[src/sv/csa_pkg.sv]
`default_nettype none
package csa_pkg;
   localparam int MaxSegments = 16;
   localparam int IdxW = $clog2(MaxSegments);
   localparam int CntW = $clog2(MaxSegments + 1);
   localparam int AddrW = 31;
   localparam int OwnerW = 16;

   localparam logic [1:0] KIND_REQUEST = 2'd0;
   localparam logic [1:0] KIND_RELEASE = 2'd1;
   localparam logic [1:0] KIND_COMPACT = 2'd2;

   localparam logic [1:0] METHOD_FIRST = 2'd0;
   localparam logic [1:0] METHOD_BEST = 2'd1;
   localparam logic [1:0] METHOD_WORST = 2'd2;

   localparam logic [2:0] ST_OK = 3'd0;
   localparam logic [2:0] ST_NOFIT = 3'd1;
   localparam logic [2:0] ST_FULL = 3'd2;
   localparam logic [2:0] ST_NOOWNER = 3'd3;
   localparam logic [2:0] ST_BADMETHOD = 3'd4;

   typedef struct packed {
      logic [AddrW-1:0] base;
      logic [AddrW-1:0] size;
      logic [OwnerW-1:0] owner;
   } seg_type;
endpackage
`default_nettype wire

[src/sv/csa_table.sv]
`default_nettype none
// Segment table memory: one write port, one registered read port.
module csa_table (
   input wire logic clock,
   input wire logic wr_en,
   input wire logic [csa_pkg::IdxW-1:0] wr_addr,
   input wire csa_pkg::seg_type wr_data,
   input wire logic [csa_pkg::IdxW-1:0] rd_addr,
   output csa_pkg::seg_type rd_data
);
   import csa_pkg::*;
   seg_type mem [MaxSegments];
   always_ff @(posedge clock) begin
      if (wr_en) begin
         mem[wr_addr] <= wr_data;
      end
      rd_data <= mem[rd_addr];
   end
endmodule
`default_nettype wire

[src/sv/contiguous_segment_allocator.sv]
`default_nettype none
// Channel   Ports                                 Handshake
// request   req_kind/amount/owner/method           start & !busy
// result    rsp_status/rsp_granted_base            rsp_valid, one cycle
// config    csr_total_size                         csr_we
// A request scans the table one gap at a time (S_SCAN presents the address,
// S_EVAL uses the read data), then shifts entries up one at a time (S_MOVE_RD,
// S_MOVE_WR); release and compact also walk the table one entry at a time. The
// single table read port forces this. Reset empties the table (count to zero).
// The result cannot be stalled; busy stays high until the result cycle ends.
module contiguous_segment_allocator (
   input wire logic clock,
   input wire logic reset,
   input wire logic start,
   output logic busy,
   input wire logic [1:0] req_kind,
   input wire logic [30:0] req_amount,
   input wire logic [15:0] req_owner,
   input wire logic [1:0] req_method,
   output logic rsp_valid,
   output logic [2:0] rsp_status,
   output logic [30:0] rsp_granted_base,
   input wire logic csr_we,
   input wire logic [30:0] csr_total_size
);
   import csa_pkg::*;

   localparam logic [2:0] S_IDLE = 3'd0;
   localparam logic [2:0] S_SCAN = 3'd1;
   localparam logic [2:0] S_EVAL = 3'd2;
   localparam logic [2:0] S_MOVE_RD = 3'd3;
   localparam logic [2:0] S_MOVE_WR = 3'd4;
   localparam logic [2:0] S_DONE = 3'd5;

   logic [2:0] state_ff, state_in;
   logic [AddrW-1:0] total_ff;
   logic [CntW-1:0] count_ff, count_in;
   logic [CntW-1:0] idx_ff, idx_in;
   logic [1:0] kind_ff;
   logic [1:0] method_ff;
   logic [AddrW-1:0] amount_ff;
   logic [OwnerW-1:0] owner_ff;
   logic [AddrW:0] prev_end_ff, prev_end_in;
   logic found_ff, found_in;
   logic [CntW-1:0] pick_ff, pick_in;
   logic [AddrW:0] pick_start_ff, pick_start_in;
   logic [AddrW:0] pick_surp_ff, pick_surp_in;
   logic [2:0] status_ff, status_in;
   logic [AddrW-1:0] gbase_ff, gbase_in;
   logic valid_ff, valid_in;
   logic accept;

   logic wr_en;
   logic [IdxW-1:0] wr_addr, rd_addr;
   seg_type wr_data, rd_data;

   csa_table u_table (
      .clock(clock), .wr_en(wr_en), .wr_addr(wr_addr), .wr_data(wr_data),
      .rd_addr(rd_addr), .rd_data(rd_data)
   );

   assign accept = start && !busy;

   // Gap under evaluation: from prev_end_ff to the entry read, or to total_size.
   logic at_top;
   logic [AddrW:0] gap_end, gap_len, surplus;
   logic fits;
   logic [AddrW:0] seg_end;
   always_comb begin
      at_top = (idx_ff == count_ff);
      gap_end = at_top ? {1'b0, total_ff} : {1'b0, rd_data.base};
      gap_len = gap_end - prev_end_ff;
      fits = (gap_end >= prev_end_ff) && (gap_len >= {1'b0, amount_ff});
      surplus = gap_len - {1'b0, amount_ff};
      seg_end = {1'b0, rd_data.base} + {1'b0, rd_data.size};
   end

   always_comb begin
      state_in = state_ff;
      count_in = count_ff;
      idx_in = idx_ff;
      prev_end_in = prev_end_ff;
      found_in = found_ff;
      pick_in = pick_ff;
      pick_start_in = pick_start_ff;
      pick_surp_in = pick_surp_ff;
      status_in = status_ff;
      gbase_in = gbase_ff;
      valid_in = 1'b0;
      wr_en = 1'b0;
      wr_addr = idx_ff[IdxW-1:0];
      wr_data = rd_data;
      rd_addr = idx_ff[IdxW-1:0];
      case (state_ff)
         S_IDLE: begin
            idx_in = '0;
            prev_end_in = '0;
            found_in = 1'b0;
            status_in = ST_OK;
            gbase_in = '0;
            if (accept) begin
               state_in = S_SCAN;
               if (req_kind == KIND_REQUEST) begin
                  if (req_method > METHOD_WORST) begin
                     status_in = ST_BADMETHOD;
                     state_in = S_DONE;
                  end else if (count_ff == CntW'(MaxSegments)) begin
                     status_in = ST_FULL;
                     state_in = S_DONE;
                  end
               end else if (req_kind == KIND_RELEASE) begin
                  status_in = ST_NOOWNER;
               end else if (req_kind != KIND_COMPACT) begin
                  state_in = S_DONE;
               end
            end
         end
         S_SCAN: begin
            // Read address idx_ff is presented this cycle.
            state_in = S_EVAL;
         end
         S_EVAL: begin
            case (kind_ff)
               KIND_REQUEST: begin
                  if (fits && (!found_ff ||
                      (method_ff == METHOD_BEST && surplus < pick_surp_ff) ||
                      (method_ff == METHOD_WORST && surplus > pick_surp_ff))) begin
                     found_in = 1'b1;
                     pick_in = idx_ff;
                     pick_start_in = prev_end_ff;
                     pick_surp_in = surplus;
                  end
                  prev_end_in = seg_end;
                  idx_in = idx_ff + 1'b1;
                  state_in = S_SCAN;
                  if (at_top || (method_ff == METHOD_FIRST && fits)) begin
                     if (!(fits || found_ff)) begin
                        status_in = ST_NOFIT;
                        state_in = S_DONE;
                     end else begin
                        // Shift entries at or above the pick up by one.
                        idx_in = count_ff;
                        state_in = S_MOVE_RD;
                     end
                  end
               end
               KIND_RELEASE: begin
                  if (found_ff) begin
                     // The count has already dropped, so the old top is one higher.
                     if (idx_ff == count_ff + 1'b1) begin
                        state_in = S_DONE;
                     end else begin
                        wr_en = 1'b1;
                        wr_addr = IdxW'(idx_ff - 1'b1);
                        idx_in = idx_ff + 1'b1;
                        state_in = S_SCAN;
                     end
                  end else if (at_top) begin
                     state_in = S_DONE;
                  end else begin
                     if (rd_data.owner == owner_ff) begin
                        found_in = 1'b1;
                        status_in = ST_OK;
                        count_in = count_ff - 1'b1;
                     end
                     idx_in = idx_ff + 1'b1;
                     state_in = (rd_data.owner == owner_ff && idx_ff + 1'b1 == count_ff)
                        ? S_DONE : S_SCAN;
                  end
               end
               default: begin
                  // Compact: each entry's base becomes the running end.
                  if (at_top) begin
                     state_in = S_DONE;
                  end else begin
                     wr_en = 1'b1;
                     wr_data.base = prev_end_ff[AddrW-1:0];
                     prev_end_in = prev_end_ff + {1'b0, rd_data.size};
                     idx_in = idx_ff + 1'b1;
                     state_in = S_SCAN;
                  end
               end
            endcase
         end
         S_MOVE_RD: begin
            rd_addr = IdxW'(idx_ff - 1'b1);
            if (idx_ff == pick_ff) begin
               wr_en = 1'b1;
               wr_data.base = pick_start_ff[AddrW-1:0];
               wr_data.size = amount_ff;
               wr_data.owner = owner_ff;
               gbase_in = pick_start_ff[AddrW-1:0];
               count_in = count_ff + 1'b1;
               state_in = S_DONE;
            end else begin
               state_in = S_MOVE_WR;
            end
         end
         S_MOVE_WR: begin
            wr_en = 1'b1;
            idx_in = idx_ff - 1'b1;
            state_in = S_MOVE_RD;
         end
         S_DONE: begin
            valid_in = 1'b1;
            state_in = S_IDLE;
         end
         default: state_in = S_IDLE;
      endcase
   end

   always_ff @(posedge clock) begin
      if (reset) begin
         state_ff <= S_IDLE;
         count_ff <= '0;
         total_ff <= '0;
         valid_ff <= 1'b0;
      end else begin
         state_ff <= state_in;
         count_ff <= count_in;
         valid_ff <= valid_in;
         if (csr_we) begin
            total_ff <= csr_total_size;
         end
      end
   end

   always_ff @(posedge clock) begin
      idx_ff <= idx_in;
      prev_end_ff <= prev_end_in;
      found_ff <= found_in;
      pick_ff <= pick_in;
      pick_start_ff <= pick_start_in;
      pick_surp_ff <= pick_surp_in;
      status_ff <= status_in;
      gbase_ff <= gbase_in;
      if (state_ff == S_IDLE && accept) begin
         kind_ff <= req_kind;
         method_ff <= req_method;
         amount_ff <= req_amount;
         owner_ff <= req_owner;
      end
   end

   assign busy = (state_ff != S_IDLE) || valid_ff;
   assign rsp_valid = valid_ff;
   assign rsp_status = status_ff;
   assign rsp_granted_base = gbase_ff;

   a_count_bound: assert property (@(posedge clock) disable iff (reset)
      count_ff <= CntW'(MaxSegments)) else $error("segment count overflow");
   a_valid_pulse: assert property (@(posedge clock) disable iff (reset)
      valid_ff |=> !valid_ff) else $error("result strobe longer than one cycle");
   a_base_zero: assert property (@(posedge clock) disable iff (reset)
      valid_ff && status_ff != ST_OK |-> gbase_ff == '0)
      else $error("granted base on failure");
endmodule
`default_nettype wire

[config.mk]
export PLATFORM = sky130hd
export DESIGN_NAME = contiguous_segment_allocator
export DESIGN_NICKNAME = d
export VERILOG_FILES = /design/src/sv/csa_pkg.sv /design/src/sv/csa_table.sv /design/src/sv/contiguous_segment_allocator.sv
export SDC_FILE = /design/constraint.sdc
export NUM_CORES = 2
export LEC_CHECK = 0
export ABC_AREA = 1
export BUFFER_PORTS_ARGS = -buffer_cell sky130_fd_sc_hd__buf_2
export CAP_MARGIN = 0
export CORE_ASPECT_RATIO = 0.75
export CORE_MARGIN = 10
export CORE_UTILIZATION = 30
export DETAILED_ROUTE_END_ITERATION = 6
export PLACE_DENSITY = 0.5
export SYNTH_ARGS = -nofsm -noshare
export SYNTH_HDL_FRONTEND = slang
export SYNTH_SLANG_ARGS = --single-unit
[constraint.sdc]
create_clock -name clock -period 12.65 [get_ports clock]
set_clock_uncertainty 0.1 [all_clocks]
set_input_delay 0.6325 -clock clock [delete_from_list [all_inputs] [get_ports clock]]
set_output_delay 0.6325 -clock clock [all_outputs]
set_load 0.01 [all_outputs]
# Word-level counts from Yosys, hierarchy flattened
# Memory sizes are Yosys's and may differ from the RTL's. A register that Yosys moved wholly into a read port is not among the register bits.
# Cells that the tools add are included.
# W data, S select, Z words.
# totals
regBits	231
latchBits	0
mem_bits_rw	1248
mem_bits_ro	0
inputBits	86
output_inout_bits	36
wordCells	166
mem_count	1
# memory_table
name	words	width	rd	rd_ports_with_merged_regs	write_ports	line_no	source
u_table.mem	16	78	1	1	1	csa_table.sv:12	seg_type mem [MaxSegments];
# op_classes
add_sub_neg	8
n_mul	0
div_mod_pow	0
n_lt_le_gt_ge	5
eq_ne	32
shift	0
muxes	72
bitwise	0
reduce_logical	32
# ops
operator	count
$pmux W32 S2	2
$mux W31	4
$pmux W31 S2	2
$mux W78	1
$mux W3	21
$mux W5	10
$mux W47	1
$add A31 B31 Y32	1
$add A32 B31 Y32	1
$ge A31 B32 Y1	1
$ge A32 B31 Y1	1
$gt A32 B32 Y1	1
$lt A32 B32 Y1	1
$mux W32	1
$sub A31 B32 Y32	1
$sub A32 B31 Y32	1
$eq A5 B5 Y1	4
$mux W4	5
$pmux W5 S2	2
$ne A3 B3 Y1 const B	6
$pmux W3 S2	3
$eq A16 B16 Y1	1
$pmux W3 S5	1
$pmux W5 S3	1
30 further kinds	76

# Longest topological paths before layout
# depth
word_depth	12
depth_mapped	46
depth_no_buf	44

# By module
# A second synthesis with hierarchy kept.
# hier_totals
cells_unflattened	7184
hier_area_um2	71333.4
# by_module_without_submodules
module	n_inst	cells_per_inst	area_per_inst_um2	seq_area_each_um2
csa_table	1	5126	54810.1	39037.4
contiguous_segment_allocator	1	2058	16523.3	6536.3

# Least setup slack after synthesis
# No wires, ideal clock.
# synth_path
path_type	reg2reg
from	register idx_ff[0]
to	register pick_ff[0], enable pin
setup_ns	0.578
arrival_ns	10.431
required_ns	11.972
slack_ns	1.541
path_stages_with_launch	42
n_path_buf	3
synth_period_minus_slack_ns	11.109
path_cell_list	edfxtp_1 > buf_2 > xnor2_1 > inv_1 > a21oi_1 > nand3_1 > inv_1 > buf_4 > clkbuf_1 > o21ai_0 > fa_1 > nand3_1 > nand2_1 > nand4_1 > nand2_1 > a21boi_1 > o21ai_1 > a21boi_1 > [... 6 more ...] > o21ai_0 > inv_1 > nor3_1 > a211oi_1 > nand2_1 > a21oi_1 > xor2_1 > ha_1 > nand2_1 > nor4_1 > inv_1 > nor3_1 > inv_1 > o21ai_0 > nand4_1 > nand2_1 > o21bai_1 > nor3_1
# synth_via
elab_chain_cells	10
word_cells_on_any_way	15
cone_classes	add/sub: 2; order compare: 4; eq/ne: 1; mux: 1; reduce/logical: 7
# synth_lines
element	line_no	source
from (decl)	contiguous_segment_allocator.sv:38	logic [CntW-1:0] idx_ff, idx_in;
from (signal assigned)	contiguous_segment_allocator.sv:229	idx_ff <= idx_in;
$eq A5 B5 Y1 (*)	contiguous_segment_allocator.sv:70	at_top = (idx_ff == count_ff);
$mux W31 (*)	contiguous_segment_allocator.sv:71	gap_end = at_top ? {1'b0, total_ff} : {1'b0, rd_data.base};
$sub A31 B32 Y32 (*)	contiguous_segment_allocator.sv:72	gap_len = gap_end - prev_end_ff;
$sub A32 B31 Y32 (*)	contiguous_segment_allocator.sv:74	surplus = gap_len - {1'b0, amount_ff};
named net surplus[31]	contiguous_segment_allocator.sv:66	logic [AddrW:0] gap_end, gap_len, surplus;
$lt A32 B32 Y1	contiguous_segment_allocator.sv:126	(method_ff == METHOD_BEST && surplus < pick_surp_ff) ||
$logic_and A1 B1 Y1	contiguous_segment_allocator.sv:126	
$logic_or A1 B1 Y1	contiguous_segment_allocator.sv:125	if (fits && (!found_ff ||
$logic_or A1 B1 Y1 (*)	contiguous_segment_allocator.sv:126	
$logic_and A1 B1 Y1 (*)	contiguous_segment_allocator.sv:125	
$reduce_and A3 Y1 (no line) (*)	-	
to (signal assigned)	contiguous_segment_allocator.sv:232	pick_ff <= pick_in;
to (decl)	contiguous_segment_allocator.sv:45	logic [CntW-1:0] pick_ff, pick_in;
# The timed path passes the listed nets; every way through them passes the cells marked *.
# A chain may end at the register's enable or synchronous reset.

# Worst setup path after layout
# layout_path
from	register idx_ff[2]
to	register pick_start_ff[2], enable pin
# layout_via
elab_chain_cells	10
word_cells_on_any_way	15
cone_classes	add/sub: 2; order compare: 4; eq/ne: 1; mux: 1; reduce/logical: 7
# layout_lines
element	line_no	source
$eq A5 B5 Y1 (*)	contiguous_segment_allocator.sv:70	
$mux W31 (*)	contiguous_segment_allocator.sv:71	
$sub A31 B32 Y32 (*)	contiguous_segment_allocator.sv:72	
$sub A32 B31 Y32 (*)	contiguous_segment_allocator.sv:74	
named net surplus[31]	contiguous_segment_allocator.sv:66	
$lt A32 B32 Y1	contiguous_segment_allocator.sv:126	
$logic_and A1 B1 Y1	contiguous_segment_allocator.sv:126	
$logic_or A1 B1 Y1	contiguous_segment_allocator.sv:125	
$logic_or A1 B1 Y1 (*)	contiguous_segment_allocator.sv:126	
$logic_and A1 B1 Y1 (*)	contiguous_segment_allocator.sv:125	
$reduce_and A3 Y1 (no line) (*)	-	
to (signal assigned)	contiguous_segment_allocator.sv:233	pick_start_ff <= pick_start_in;
to (decl)	contiguous_segment_allocator.sv:46	logic [AddrW:0] pick_start_ff, pick_start_in;
# Marked as above.

==> impl_table.tex <==
\begin{tabular}{lr}
\hline
Metric & Value \\
\hline
\multicolumn{2}{l}{\textbf{Floorplan}} \\
Initial core utilization & 30.3\% \\
Boundary Pins & 122 \\
Row count & 148 \\
Core footprint & 218000 µm² \\
Horizontal die dimension & 561 µm \\
Y dimension of the die & 426 µm \\
Area of the die & 239000 µm² \\
\multicolumn{2}{l}{\textbf{Critical path}} \\
Buf+Inv Stages, Crit Path & 6 \\
Crit path required time & 12.97 ns \\
Crit-path leading delay family & compound AO/OA/AOI/OAI gates \\
Type of element capturing the critical path & flip-flop \\
Critical path class & reg -> reg \\
Max stage delay on crit path & 0.65 ns \\
Worst reg-to-reg path cell count & 37 \\
Kind of start point of the critical path & flip-flop \\
Max FO, Critical Path & 65 \\
Cell occurring most often along the worst timing path & sky130\_fd\_sc\_hd\_\_nand2\_1 \\
Max stage delay cell, worst path & sky130\_fd\_sc\_hd\_\_nand3\_1 \\
Arr. time, crit path & 9.83 ns \\
WP depth & 37 \\
\multicolumn{2}{l}{\textbf{Drt}} \\
First-pass iteration count of the detailed router & 5 \\
Violation count after the first detailed-routing iteration & 4651 \\
Post-DR vias/cell & 5.13 \\
Total via count in the routed design & 44500 \\
Number of remaining DRC errors & 0 \\
Detail Route Antenna Nets & 0 \\
Average wire per cell in the routed design & 23.4 µm \\
Total wirelength of the detailed-routed design & 203000 µm \\
\multicolumn{2}{l}{\textbf{Worst hold path}} \\
Min-Delay Path Depth & 1 \\
Min-Delay Path Class & in -> reg \\
\multicolumn{2}{l}{\textbf{Layout}} \\
Synthesis-to-layout area growth & 14.8\% \\
Layout cells sized above 1 & 8.96\% \\
Final core area utilization & 34.7\% \\
Post-layout net count & 5855 \\
\multicolumn{2}{l}{\textbf{Clocking}} \\
Number of instances resized during post-cts repair & 0 \\
Clock root buffer master & sky130\_fd\_sc\_hd\_\_clkbuf\_16 \\
Clock insertion delay at the later pin of the skew report & 0.81 ns \\
H-tree depth & 4 \\
Post-CTS clock slew at the launch and capture registers of the worst setup and hold paths & 0.06 ns \\
Bufs on Longest Clock Path & 4 \\
TritonCTS clock tree & yes \\
Sinks on Clock Net & 1557 \\
Number of buffers created by CTS & 158 \\
\multicolumn{2}{l}{\textbf{STA}} \\
Highest clock frequency the design can meet & 0.105 GHz \\
Sum of negative setup slack & 0 ns \\
Tmin final & 9.51 ns \\
Worst Max-Slew Pin Slew & 1.33 ns \\
Max Transition Viols Final & 0 \\
Hold Vio Cnt, Final & 0 \\
Setup violators final & 0 \\
Setup repair after global routing missed its margin & false \\
Period Utilization, post-route & 75.1\% \\
Worst slew margin relative to its limit & 11.6\% \\
\multicolumn{2}{l}{\textbf{Synth}} \\
Library cell occupying the most area in the post-synthesis netlist & sky130\_fd\_sc\_hd\_\_edfxtp\_1 \\
Sequential fraction of the synthesis area & 69.2\% \\
Synth Register Bits & 1557 \\
Netlist cell types & 52 \\
Share of Yosys cell area claimed by the top area cell type & 65.6\% \\
Top cells by area, synth & sky130\_fd\_sc\_hd\_\_edfxtp\_1, sky130\_fd\_sc\_hd\_\_o21ai\_0, sky130\_fd\_sc\_hd\_\_nor2\_1, sky130\_fd\_sc\_hd\_\_dfxtp\_1, sky130\_fd\_sc\_hd\_\_o221ai\_1 \\
Number of enable-type register cells in the synthesized netlist & 1439 \\
Average instance area after synthesis & 12.0 µm² \\
Cell Area, Synth & 65900 µm² \\
Syn nets & 5694 \\
Top FF cell, synth & sky130\_fd\_sc\_hd\_\_edfxtp\_1 \\
Share of async-settable or async-resettable flops after synthesis & 0\% \\
YS warnings & 0 \\
Post-Synthesis Cells & 5473 \\
\multicolumn{2}{l}{\textbf{GRT}} \\
Pin count of the biggest net entering global routing & 206 \\
Wire length of the first global-routing pass & 295000 µm \\
Overall Global Routing Usage & 16.2\% \\
Via count of the first global-routing pass & 43200 \\
Number of antenna violations at the first check in global routing & 13 \\
GRT overflow & 0 \\
\multicolumn{2}{l}{\textbf{Outcome}} \\
Run status & complete, no violations \\
\multicolumn{2}{l}{\textbf{Placed design}} \\
HPWL reported at the end of detailed placement & 112000 µm \\
Final GP Congestion & 0.874 \\
Number of buffers added on ports & 121 \\
\multicolumn{2}{l}{\textbf{Flow run}} \\
Max-cap violations & 0 \\
\hline
\end{tabular}
[timing repair]
action / CTS / global route
hold buffers: 82 / 0
setup endpoints to repair: 0 / 0
buffers inserted: 0 / 0
hold endpoints to repair: 83 / 0
[Yosys cell counts, types with 16 or more instances]
| library cell | instances |
|---|---|
| sky130_fd_sc_hd__o211ai_1 | 91 |
| sky130_fd_sc_hd__o21a_1 | 16 |
| sky130_fd_sc_hd__dfxtp_1 | 118 |
| sky130_fd_sc_hd__xor2_1 | 71 |
| sky130_fd_sc_hd__buf_2 | 90 |
| sky130_fd_sc_hd__nand4_1 | 42 |
| sky130_fd_sc_hd__edfxtp_1 | 1439 |
| sky130_fd_sc_hd__nand3_1 | 118 |
| sky130_fd_sc_hd__o221ai_1 | 261 |
| sky130_fd_sc_hd__a31oi_1 | 21 |
| sky130_fd_sc_hd__clkbuf_1 | 204 |
| sky130_fd_sc_hd__o22ai_1 | 86 |
| sky130_fd_sc_hd__xnor2_1 | 25 |
| sky130_fd_sc_hd__nand2_1 | 503 |
| sky130_fd_sc_hd__ha_1 | 132 |
| sky130_fd_sc_hd__o21ai_0 | 821 |
| sky130_fd_sc_hd__nor2_1 | 839 |
| sky130_fd_sc_hd__a21oi_1 | 154 |
| sky130_fd_sc_hd__inv_1 | 303 |
[stage by stage]
stage	std cells	cell area [µm²]	hold WS, ns	setup slack (ns)
after floorplan	5473	65900	0.321	1.54
final	8675	75700	0.0498	3.14
after global routing	8674	75700	0.0152	2.37
after global placement	8317	70000	0.334	3.58
after detailed placement	8317	70000	0.333	3.33
after CTS	8674	75700	0.00374	3.26
[cells by family (layout without fill, tap and decap cells)]
group,Yosys count,in the layout,share of synthesized area (%)
other,0,1,0
and+or+nand+nor,1548,1548,9.41
AOI/OAI and AO/OA,1504,1504,13.7
DFF,1557,1557,69.2
adders and majority gates,135,135,2.60
xor gates and xnor gates,96,96,1.28
buffers and inverters,633,909,3.84
[cell type report]
class	count	area, µm²
antenna	1	2.50
clock buffer	215	4360
clock inverter	60	477
fill	21500	142000
inverter	315	1210
multi-input combinational	3283	18000
sequential	1557	45600
tap	2925	3660
timing repair buffer	319	2400
[flip-flops by register name, indices dropped and copies added, names as in the netlist, 5 cells and up]
name              count
total_ff             31
pick_start_ff        31
rsp_granted_base     31
pick_surp_ff         32
pick_ff               5
prev_end_ff          32
amount_ff            31
u_table.rd_data      78
count_ff              5
owner_ff             16
u_table.mem        1248
idx_ff                5
[layout by cell type (no fill, tap or decap), types with 24 or more instances in the layout]
master and count:
sky130_fd_sc_hd__nand3_1 118, sky130_fd_sc_hd__buf_4 108, sky130_fd_sc_hd__ha_1 132, sky130_fd_sc_hd__o22ai_1 86, sky130_fd_sc_hd__clkbuf_16 160, sky130_fd_sc_hd__o211ai_1 91
sky130_fd_sc_hd__inv_1 302, sky130_fd_sc_hd__clkbuf_1 40, sky130_fd_sc_hd__a21oi_1 154, sky130_fd_sc_hd__dfxtp_1 118, sky130_fd_sc_hd__o221ai_1 261, sky130_fd_sc_hd__clkinv_2 33
sky130_fd_sc_hd__nand4_1 42, sky130_fd_sc_hd__o21ai_0 808, sky130_fd_sc_hd__nor2_1 818, sky130_fd_sc_hd__nand2_1 503, sky130_fd_sc_hd__edfxtp_1 1439, sky130_fd_sc_hd__dlygate4sd3_1 82
sky130_fd_sc_hd__buf_2 121, sky130_fd_sc_hd__xnor2_1 24, sky130_fd_sc_hd__xor2_1 71
[worst paths after layout]
kind | from | end | slack, ns
worst min register to register | prev_end_ff[22] | pick_start_ff[22] | 0.35
worst min-delay path | req_amount[0] | amount_ff[0] | 0.05
worst max register to register | idx_ff[2] | pick_start_ff[2] | 3.14
worst max-delay path | idx_ff[2] | pick_start_ff[2] | 3.14
[routing by layer]
layer	wire (µm)	up-vias	GRT usage [%]
met5	38	-	0
met4	5680	6	4.51
met3	14700	298	3.19
met2	88400	1476	24.5
met1	94300	22300	23.7
li1	-	20400	-
Power is not shown: default switching activity piles up to over one toggle a cycle in this logic, so the estimate is an artifact.
